<file path="src/design/lta_pkg.sv">
// ----------------------------------------------------------------------------
// lta_pkg: shared types and constants for the lottery ticket arbiter
// Sequencer states, item command codes, field widths and the LCG constants.
// ----------------------------------------------------------------------------
package lta_pkg;

  // Item commands
  localparam logic CMD_WRITE = 1'b0;
  localparam logic CMD_DRAW  = 1'b1;

  // Fixed port field widths
  localparam int unsigned INDEX_W  = 6;
  localparam int unsigned COUNT_W  = 16;
  localparam int unsigned REPORT_W = 22;

  // Linear congruential generator
  localparam int unsigned SEED_W   = 64;
  localparam int unsigned HALF_W   = 32;
  localparam int unsigned LCG_MUL_W = 21;
  localparam logic [LCG_MUL_W-1:0] LCG_MUL    = 21'd1664525;
  localparam logic [SEED_W-1:0]    LCG_INC    = 64'd1013904223;
  localparam logic [SEED_W-1:0]    SEED_RESET = 64'd12345;

  // Divider steps, one quotient bit per step
  localparam int unsigned STEP_W = 6;
  localparam logic [STEP_W-1:0] LAST_STEP = 6'd63;

  typedef enum logic [2:0] {
    ST_IDLE,
    ST_SUM,
    ST_SEED,
    ST_DIV,
    ST_WALK,
    ST_DONE
  } lta_state_t;

endpackage

</file>
<file path="src/design/lta_ram.sv">
// ----------------------------------------------------------------------------
// lta_ram: generic simple dual-port RAM
// One write port, one read port, registered read data.
// ----------------------------------------------------------------------------
module lta_ram #(
  parameter int unsigned WIDTH = 16,
  parameter int unsigned DEPTH = 64
) (
  input  logic                     clk,
  input  logic                     we,
  input  logic [$clog2(DEPTH)-1:0] waddr,
  input  logic [WIDTH-1:0]         wdata,
  input  logic [$clog2(DEPTH)-1:0] raddr,
  output logic [WIDTH-1:0]         rdata
);

  logic [WIDTH-1:0] mem [DEPTH];

  // Write port
  always_ff @(posedge clk) begin
    if (we) begin
      mem[waddr] <= wdata;
    end
  end

  // Registered read port
  always_ff @(posedge clk) begin
    rdata <= mem[raddr];
  end

endmodule

</file>
<file path="src/design/lta_lcg.sv">
// ----------------------------------------------------------------------------
// lta_lcg: 64-bit linear congruential seed
// seed = seed * MUL + INC mod 2^64, done on one shared 32x21 multiplier:
// low half product plus increment first, then the high half product shifted.
// ----------------------------------------------------------------------------
module lta_lcg (
  input  logic                      clk,
  input  logic                      rst,
  input  logic                      start,
  output logic                      done,
  output logic [lta_pkg::SEED_W-1:0] seed
);
  import lta_pkg::*;

  logic                          busy;
  logic [SEED_W-1:0]             acc;
  logic [HALF_W-1:0]             operand;
  logic [HALF_W+LCG_MUL_W-1:0]   prod;

  // Shared multiplier: low half on the first step, high half on the second
  assign operand = busy ? seed[SEED_W-1:HALF_W] : seed[HALF_W-1:0];
  assign prod    = operand * LCG_MUL;

  always_ff @(posedge clk) begin
    if (rst) begin
      busy <= 1'b0;
      done <= 1'b0;
      seed <= SEED_RESET;
    end else begin
      done <= 1'b0;
      if (busy) begin
        seed <= acc + {prod[HALF_W-1:0], {HALF_W{1'b0}}};
        busy <= 1'b0;
        done <= 1'b1;
      end else if (start) begin
        busy <= 1'b1;
      end
    end
  end

  // Partial sum of the low half
  always_ff @(posedge clk) begin
    if (start && !busy) begin
      acc <= SEED_W'(prod) + LCG_INC;
    end
  end

endmodule

</file>
<file path="src/design/lta_mod.sv">
// ----------------------------------------------------------------------------
// lta_mod: iterative 64-bit modulo
// Restoring division, one dividend bit per cycle, keeping the remainder only.
// ----------------------------------------------------------------------------
module lta_mod #(
  parameter int unsigned DIVISOR_W = 22
) (
  input  logic                       clk,
  input  logic                       rst,
  input  logic                       start,
  input  logic [lta_pkg::SEED_W-1:0] dividend,
  input  logic [DIVISOR_W-1:0]       divisor,
  output logic                       done,
  output logic [DIVISOR_W-1:0]       remainder
);
  import lta_pkg::*;

  logic                 busy;
  logic [STEP_W-1:0]    step;
  logic [SEED_W-1:0]    shift;
  logic [DIVISOR_W-1:0] dvsr;
  logic [DIVISOR_W:0]   trial;
  logic [DIVISOR_W:0]   diff;

  // One compare and subtract per step
  assign trial = {remainder, shift[SEED_W-1]};
  assign diff  = trial - {1'b0, dvsr};

  always_ff @(posedge clk) begin
    if (rst) begin
      busy <= 1'b0;
      done <= 1'b0;
    end else begin
      done <= 1'b0;
      if (busy) begin
        if (step == LAST_STEP) begin
          busy <= 1'b0;
          done <= 1'b1;
        end
      end else if (start) begin
        busy <= 1'b1;
      end
    end
  end

  // Datapath
  always_ff @(posedge clk) begin
    if (!busy && start) begin
      shift     <= dividend;
      dvsr      <= divisor;
      remainder <= '0;
      step      <= '0;
    end else if (busy) begin
      shift <= {shift[SEED_W-2:0], 1'b0};
      step  <= step + STEP_W'(1);
      if (trial >= {1'b0, dvsr}) begin
        remainder <= diff[DIVISOR_W-1:0];
      end else begin
        remainder <= trial[DIVISOR_W-1:0];
      end
    end
  end

endmodule

</file>
<file path="src/design/lottery_ticket_arbiter.sv">
// ----------------------------------------------------------------------------
// lottery_ticket_arbiter: proportional-share lottery arbiter
// Sequencer, slot stores and result register around the seed and modulo units.
// ----------------------------------------------------------------------------
// A write item stores one slot's tickets and runnable flag. A draw item runs
// from its transfer to the result through the accept cycle, one pass over
// the ticket RAM to sum the runnable tickets, a step of the 64-bit seed on a
// shared 32-bit multiplier, the 64-step restoring division that gives the
// winning ticket, a second RAM pass that walks the prefix sum until the
// winner is found, and the load of the output register. A draw with no
// runnable tickets ends after the first pass. The RAM read port sets the pace
// of both passes; the block takes no new item until the current result is in
// the output register. Runnable flags reset to zero, so the ticket RAM needs
// no clearing.
// ----------------------------------------------------------------------------
module lottery_ticket_arbiter #(
  parameter int unsigned SLOT_COUNT  = 64,
  parameter int unsigned TICKET_BITS = 16
) (
  input  logic                         clk,
  input  logic                         rst,
  input  logic                         in_valid,
  output logic                         in_ready,
  input  logic                         command,
  input  logic [lta_pkg::INDEX_W-1:0]  slot_index,
  input  logic [lta_pkg::COUNT_W-1:0]  ticket_count,
  input  logic                         ready_flag,
  output logic                         out_valid,
  input  logic                         out_ready,
  output logic                         granted,
  output logic [lta_pkg::INDEX_W-1:0]  winner_slot,
  output logic [lta_pkg::REPORT_W-1:0] ticket_total,
  output logic [lta_pkg::REPORT_W-1:0] drawn_ticket
);
  import lta_pkg::*;

  localparam int unsigned AW    = $clog2(SLOT_COUNT);
  localparam int unsigned CNT_W = $clog2(SLOT_COUNT + 1);
  localparam int unsigned SUM_W = TICKET_BITS + AW;

  lta_state_t state, state_next;

  logic [SLOT_COUNT-1:0]  runnable;
  logic [CNT_W-1:0]       cnt;
  logic                   pipe_v;
  logic [AW-1:0]          pipe_idx;
  logic [TICKET_BITS-1:0] rd_data;
  logic [SUM_W-1:0]       total;
  logic [SUM_W-1:0]       prefix;
  logic [SUM_W-1:0]       reach;
  logic [SUM_W-1:0]       win;

  logic                   res_granted;
  logic [AW-1:0]          res_slot;
  logic [SUM_W-1:0]       res_total;
  logic [SUM_W-1:0]       res_win;

  logic in_xfer;
  logic wr_ok;
  logic issue;
  logic pass_end;
  logic hit;
  logic lcg_start;
  logic lcg_done;
  logic mod_done;
  logic [SEED_W-1:0] seed;

  assign in_xfer  = in_valid && in_ready;
  assign wr_ok    = in_xfer && (command == CMD_WRITE) && (32'(slot_index) < SLOT_COUNT);
  assign issue    = ((state == ST_SUM) || (state == ST_WALK)) && (cnt != CNT_W'(SLOT_COUNT));
  assign pass_end = (cnt == CNT_W'(SLOT_COUNT)) && !pipe_v;
  assign reach    = prefix + SUM_W'(rd_data);
  assign hit      = pipe_v && runnable[pipe_idx] && (reach > win);
  assign lcg_start = (state == ST_SUM) && pass_end && (total != '0);

  // Ticket store
  lta_ram #(
    .WIDTH (TICKET_BITS),
    .DEPTH (SLOT_COUNT)
  ) u_tickets (
    .clk   (clk),
    .we    (wr_ok),
    .waddr (AW'(slot_index)),
    .wdata (TICKET_BITS'(ticket_count)),
    .raddr (cnt[AW-1:0]),
    .rdata (rd_data)
  );

  // Seed generator
  lta_lcg u_lcg (
    .clk   (clk),
    .rst   (rst),
    .start (lcg_start),
    .done  (lcg_done),
    .seed  (seed)
  );

  // Winning ticket: seed mod total
  lta_mod #(
    .DIVISOR_W (SUM_W)
  ) u_mod (
    .clk       (clk),
    .rst       (rst),
    .start     (lcg_done),
    .dividend  (seed),
    .divisor   (total),
    .done      (mod_done),
    .remainder (win)
  );

  // State register
  always_ff @(posedge clk) begin
    if (rst) begin
      state <= ST_IDLE;
    end else begin
      state <= state_next;
    end
  end

  // Next state
  always_comb begin
    state_next = state;
    in_ready   = 1'b0;
    unique case (state)
      ST_IDLE: begin
        in_ready = 1'b1;
        if (in_valid) begin
          state_next = (command == CMD_DRAW) ? ST_SUM : ST_DONE;
        end
      end
      ST_SUM: begin
        if (pass_end) begin
          state_next = (total != '0) ? ST_SEED : ST_DONE;
        end
      end
      ST_SEED: begin
        if (lcg_done) begin
          state_next = ST_DIV;
        end
      end
      ST_DIV: begin
        if (mod_done) begin
          state_next = ST_WALK;
        end
      end
      ST_WALK: begin
        if (hit || pass_end) begin
          state_next = ST_DONE;
        end
      end
      ST_DONE: begin
        if (!out_valid || out_ready) begin
          state_next = ST_IDLE;
        end
      end
      default: state_next = ST_IDLE;
    endcase
  end

  // Slot pass counter and read pipeline
  always_ff @(posedge clk) begin
    if (rst) begin
      pipe_v <= 1'b0;
    end else begin
      pipe_v <= issue;
    end
  end

  always_ff @(posedge clk) begin
    pipe_idx <= cnt[AW-1:0];
    if ((state == ST_IDLE) || (state == ST_DIV)) begin
      cnt <= '0;
    end else if (issue) begin
      cnt <= cnt + CNT_W'(1);
    end
  end

  // Total and prefix sums
  always_ff @(posedge clk) begin
    if (state == ST_IDLE) begin
      total <= '0;
    end else if ((state == ST_SUM) && pipe_v && runnable[pipe_idx]) begin
      total <= total + SUM_W'(rd_data);
    end
    if (state == ST_DIV) begin
      prefix <= '0;
    end else if ((state == ST_WALK) && pipe_v && runnable[pipe_idx]) begin
      prefix <= reach;
    end
  end

  // Runnable flags: set by writes, cleared on grant
  always_ff @(posedge clk) begin
    if (rst) begin
      runnable <= '0;
    end else if (wr_ok) begin
      runnable[AW'(slot_index)] <= ready_flag;
    end else if ((state == ST_WALK) && hit) begin
      runnable[pipe_idx] <= 1'b0;
    end
  end

  // Pending result
  always_ff @(posedge clk) begin
    if (state == ST_IDLE) begin
      res_granted <= 1'b0;
      res_slot    <= '0;
      res_total   <= '0;
      res_win     <= '0;
    end else if (state == ST_WALK) begin
      if (hit) begin
        res_granted <= 1'b1;
        res_slot    <= pipe_idx;
        res_total   <= total;
        res_win     <= win;
      end else if (pass_end) begin
        res_total <= total;
        res_win   <= win;
      end
    end
  end

  // Output register
  always_ff @(posedge clk) begin
    if (rst) begin
      out_valid <= 1'b0;
    end else if ((state == ST_DONE) && (!out_valid || out_ready)) begin
      out_valid <= 1'b1;
    end else if (out_ready) begin
      out_valid <= 1'b0;
    end
  end

  always_ff @(posedge clk) begin
    if ((state == ST_DONE) && (!out_valid || out_ready)) begin
      granted      <= res_granted;
      winner_slot  <= INDEX_W'(res_slot);
      ticket_total <= REPORT_W'(res_total);
      drawn_ticket <= REPORT_W'(res_win);
    end
  end

endmodule

</file>
<file path="config.mk">
export PLATFORM = sky130hd
export DESIGN_NAME = lottery_ticket_arbiter
export DESIGN_NICKNAME = d
export VERILOG_FILES = /design/src/design/lta_pkg.sv /design/src/design/lta_ram.sv /design/src/design/lta_lcg.sv /design/src/design/lta_mod.sv /design/src/design/lottery_ticket_arbiter.sv
export SDC_FILE = /design/constraint.sdc
export NUM_CORES = 2
export LEC_CHECK = 0
export BUFFER_PORTS_ARGS = -buffer_cell sky130_fd_sc_hd__buf_4
export CORE_AREA = 5 5 417 419
export DETAILED_ROUTE_END_ITERATION = 8
export DIE_AREA = 0 0 422 424
export GPL_ROUTABILITY_DRIVEN = 0
export HOLD_SLACK_MARGIN = 0.05
export PLACE_DENSITY = 0.72
export SYNTH_ARGS = -nofsm -noshare
export SYNTH_HDL_FRONTEND = slang
export SYNTH_HIERARCHICAL = 1
export SYNTH_SLANG_ARGS = --single-unit
</file>
<file path="constraint.sdc">
create_clock -name clk -period 21.9 [get_ports clk]
set_input_delay 4.38 -clock clk [delete_from_list [all_inputs] [get_ports clk]]
set_output_delay 4.38 -clock clk [all_outputs]
set_load 0.01 [all_outputs]
</file>
==> flow_summary.ini <==
[layout]
final-seq-area_sq_um = 42300
nets = 6287
area_delta_synth_final_pct = 10.7
fillers = 14100
final_cell_mix = 1,215 x edfxtp_1, 467 x inv_1, 375 x nand2_1
drive_gt1_share_pct = 14.5
utilization_pct = 49.4
antenna_cells = 0
final_common_cell = edfxtp_1
multi_input_area_sq_um = 30600
fin_area_sq_um = 84000

[routing]
wl_per_cell_um = 23.7
detail_route.iter0.violations = 5245
viasPerCell = 5.88
dr.pass1.iters = 8
vias = 47200
drc = 0
drtAntennaViolNets = 0
detail_route.wirelength_um = 190000

[setup_path]
crit_fanout = 89
reg2reg_depth = 27
arrival_ns = 10.01
crit_type = flop to flop
cp.required_ns = 22.43
rr_endpoint = u_lcg/acc[52]
end_kind = flop
r2r-start = u_lcg/busy
r2r_slack_ns = 12.42
crit_path_start_kind = flop

[timing]
hold_viol = 0
fmaxAchievable_ghz = 0.105
fin_ws_ns = 12.42
setup-tns-final_ns = 0
rsz0062_at_grt = no
setup_violations = 0
min_period_ns = 9.48
maxSlewHeadroom_pct = 22.0
fin_skew_ns = 0.0774
finalCritPeriodShare_pct = 43.3
maxSlewViolCount = 0
worst_pin_slew_ns = 1.17

[floorplanning]
initial_utilization_pct = 44.6
die_h_um = 424
die_w_um = 422
rows = 152
io_pins = 81
core_area_sq_um = 170000
dieArea_sq_um = 179000

[power_and_ir_drop]
p_comb_share_pct = 14.3
p_sw_share_pct = 25.6
seqPwrFrac_pct = 46.3
peakVddDrop_uv = 115
pwr-share-clk_pct = 39.4
intPower_w = 0.00512
p_per_area_nw_per_um2 = 81.9
switchingPower_w = 0.00176
p_leak_nw = 30.2

[yosys]
ys_seq_area_share_pct = 55.7
synth_area_sq_um = 75900
synth_fp_nets = 6200
ys.flop_type = edfxtp_1
async_flop_share_pct = 0
synth_edf_count = 1215
syn_avg_cell_area_sq_um = 13.6
synthCells = 5591
synth-seq-cells = 1504
synth_warnings = 6
ys_types = 115

[clocking]
cts_tree = built
h-tree-depth = 4
numCtsBuffers = 153
clock_latency_ns = 0.81
cts-root-buf = clkbuf_16
clk_pin_slew_worst_paths_ns = 0.07
hold_buffers = 0
post-cts-setup-buffer-count = 0
cts.sinks = 1504
post_cts_resized = 0
clk_path_buf_depth = 3

[placed_design]
dp_slack_ns = 12.56
dp_hpwl_um = 129000
placed_area_sq_um = 78700
portBuffers = 80

[run_status]
outcome = complete, no violations

[hold_path]
hp-class = flop to flop
min-delay-start = res_slot[3]
whs_path_depth = 0
min_to = winner_slot[3]

[global_route]
grt_max_degree = 96
track_usage_pct = 20.9
grt_pass1_wl_um = 288000
antenna_found_initial = 5
first_global_vias = 46300
grt-ovfl-total = 0

[flow_run]
max_cap_violations = 0
==> kinds of logic (layout without fill, tap and decap cells) <==
family                   Yosys count  after routing  synth area share, %
AO/OA/AOI/OAI                    917            917                 8.22
multiplexers                     473            473                 10.2
adder cells (fa/ha/maj)          581            581                 11.7
buffers and inverters            707            924                 4.13
AND/OR/NAND/NOR                 1246           1246                 8.14
flip-flops                      1504           1504                 55.7
XOR/XNOR                         163            163                 1.88
==> registers in the layout (all words and copies together), names as in the netlist, 16 cells and up <==
register and count:
prefix 22, res_win 22, u_mod/dvsr 22, drawn_ticket 22
u_lcg/acc 54, runnable 64, ticket_total 22, u_mod/remainder 22
u_tickets/rdata 16, u_lcg/seed 64, total 22, u_mod/shift 64
res_total 22, u_tickets/mem 1024
==> synth_stat cells (142+ instances only) <==
library cell	count	area [sq um]
mux2i_1	142	1420
inv_1	468	1760
fa_1	219	4380
o21ai_0	158	791
edfxtp_1	1215	36500
ha_1	362	4530
mux4_2	221	4980
nor2_1	256	961
nand3_1	199	996
nand2_1	375	1410
a21oi_1	245	1230
dfxtp_1	289	5790
==> routing by layer <==
layer  routed length, um  track usage (%)
met1               79200             29.1
met2               87000             32.5
met3               15700             3.74
met4                8430             8.98
met5                  13                0
==> final cells by class <==
cell class,count,share of cell area [%]
inverters,470,2.10
flip-flops and latches,1504,50.3
clock buffers,190,4.88
well taps,2233,3.32
multi-input cells,3380,36.4
clock inverters,95,1.45
repair buffers,169,1.54
==> power by group through the flow <==
stage	registers [W]	logic [W]	clock network, W
finish	0.00318	0.000987	0.00271
global route	0.00319	0.00105	0.00288
CTS	0.00318	0.000988	0.00276
detailed placement	0.00325	0.000982	0
global placement	0.00324	0.000968	0
floorplan	0.00319	0.000799	0
==> worst max-delay path, stage by stage (launching register included) <==
cell and delay (ns):
dfxtp_4 0.74, buf_4 0.78, nand2b_1 0.22, nand2_1 0.25, ha_1 0.42, ha_1 0.35
inv_1 0.07, fa_1 0.53, inv_1 0.05, fa_1 0.51, fa_1 0.56, fa_1 0.56
inv_1 0.06, fa_1 0.56, inv_1 0.05, ha_1 0.37, a21oi_1 0.23, o21ai_0 0.16
or3_1 0.38, or3_4 0.37, nand3b_4 0.11, o311ai_4 0.11, o21a_1 0.20, or4b_1 0.57
nand4b_1 0.29, nor4b_4 0.38, nand3_1 0.13, xor2_1 0.16
==> worst max-delay path by stage <==
stage / startpoint / to / slack [ns]
2_1_floorplan: u_lcg/busy / u_lcg/acc[52] / 13.97
3_3_place_gp: u_lcg/busy / u_lcg/acc[52] / 12.66
3_5_place_dp: u_lcg/busy / u_lcg/acc[52] / 12.56
4_1_cts: u_lcg/busy / u_lcg/acc[52] / 12.47
5_1_grt: u_lcg/busy / u_lcg/seed[57] / 11.90
6_report: u_lcg/busy / u_lcg/acc[52] / 12.42
==> per-stage QoR <==
stage	total power (W)	std cells	hold WS, ns
after floorplan	0.00399	5591	0.392
after global placement	0.00421	7756	0.426
after detailed placement	0.00423	7756	0.441
after CTS	0.00693	8041	0.451
after global routing	0.00713	8041	0.463
final	0.00688	8041	0.447
(Power assumes the default switching activity.)
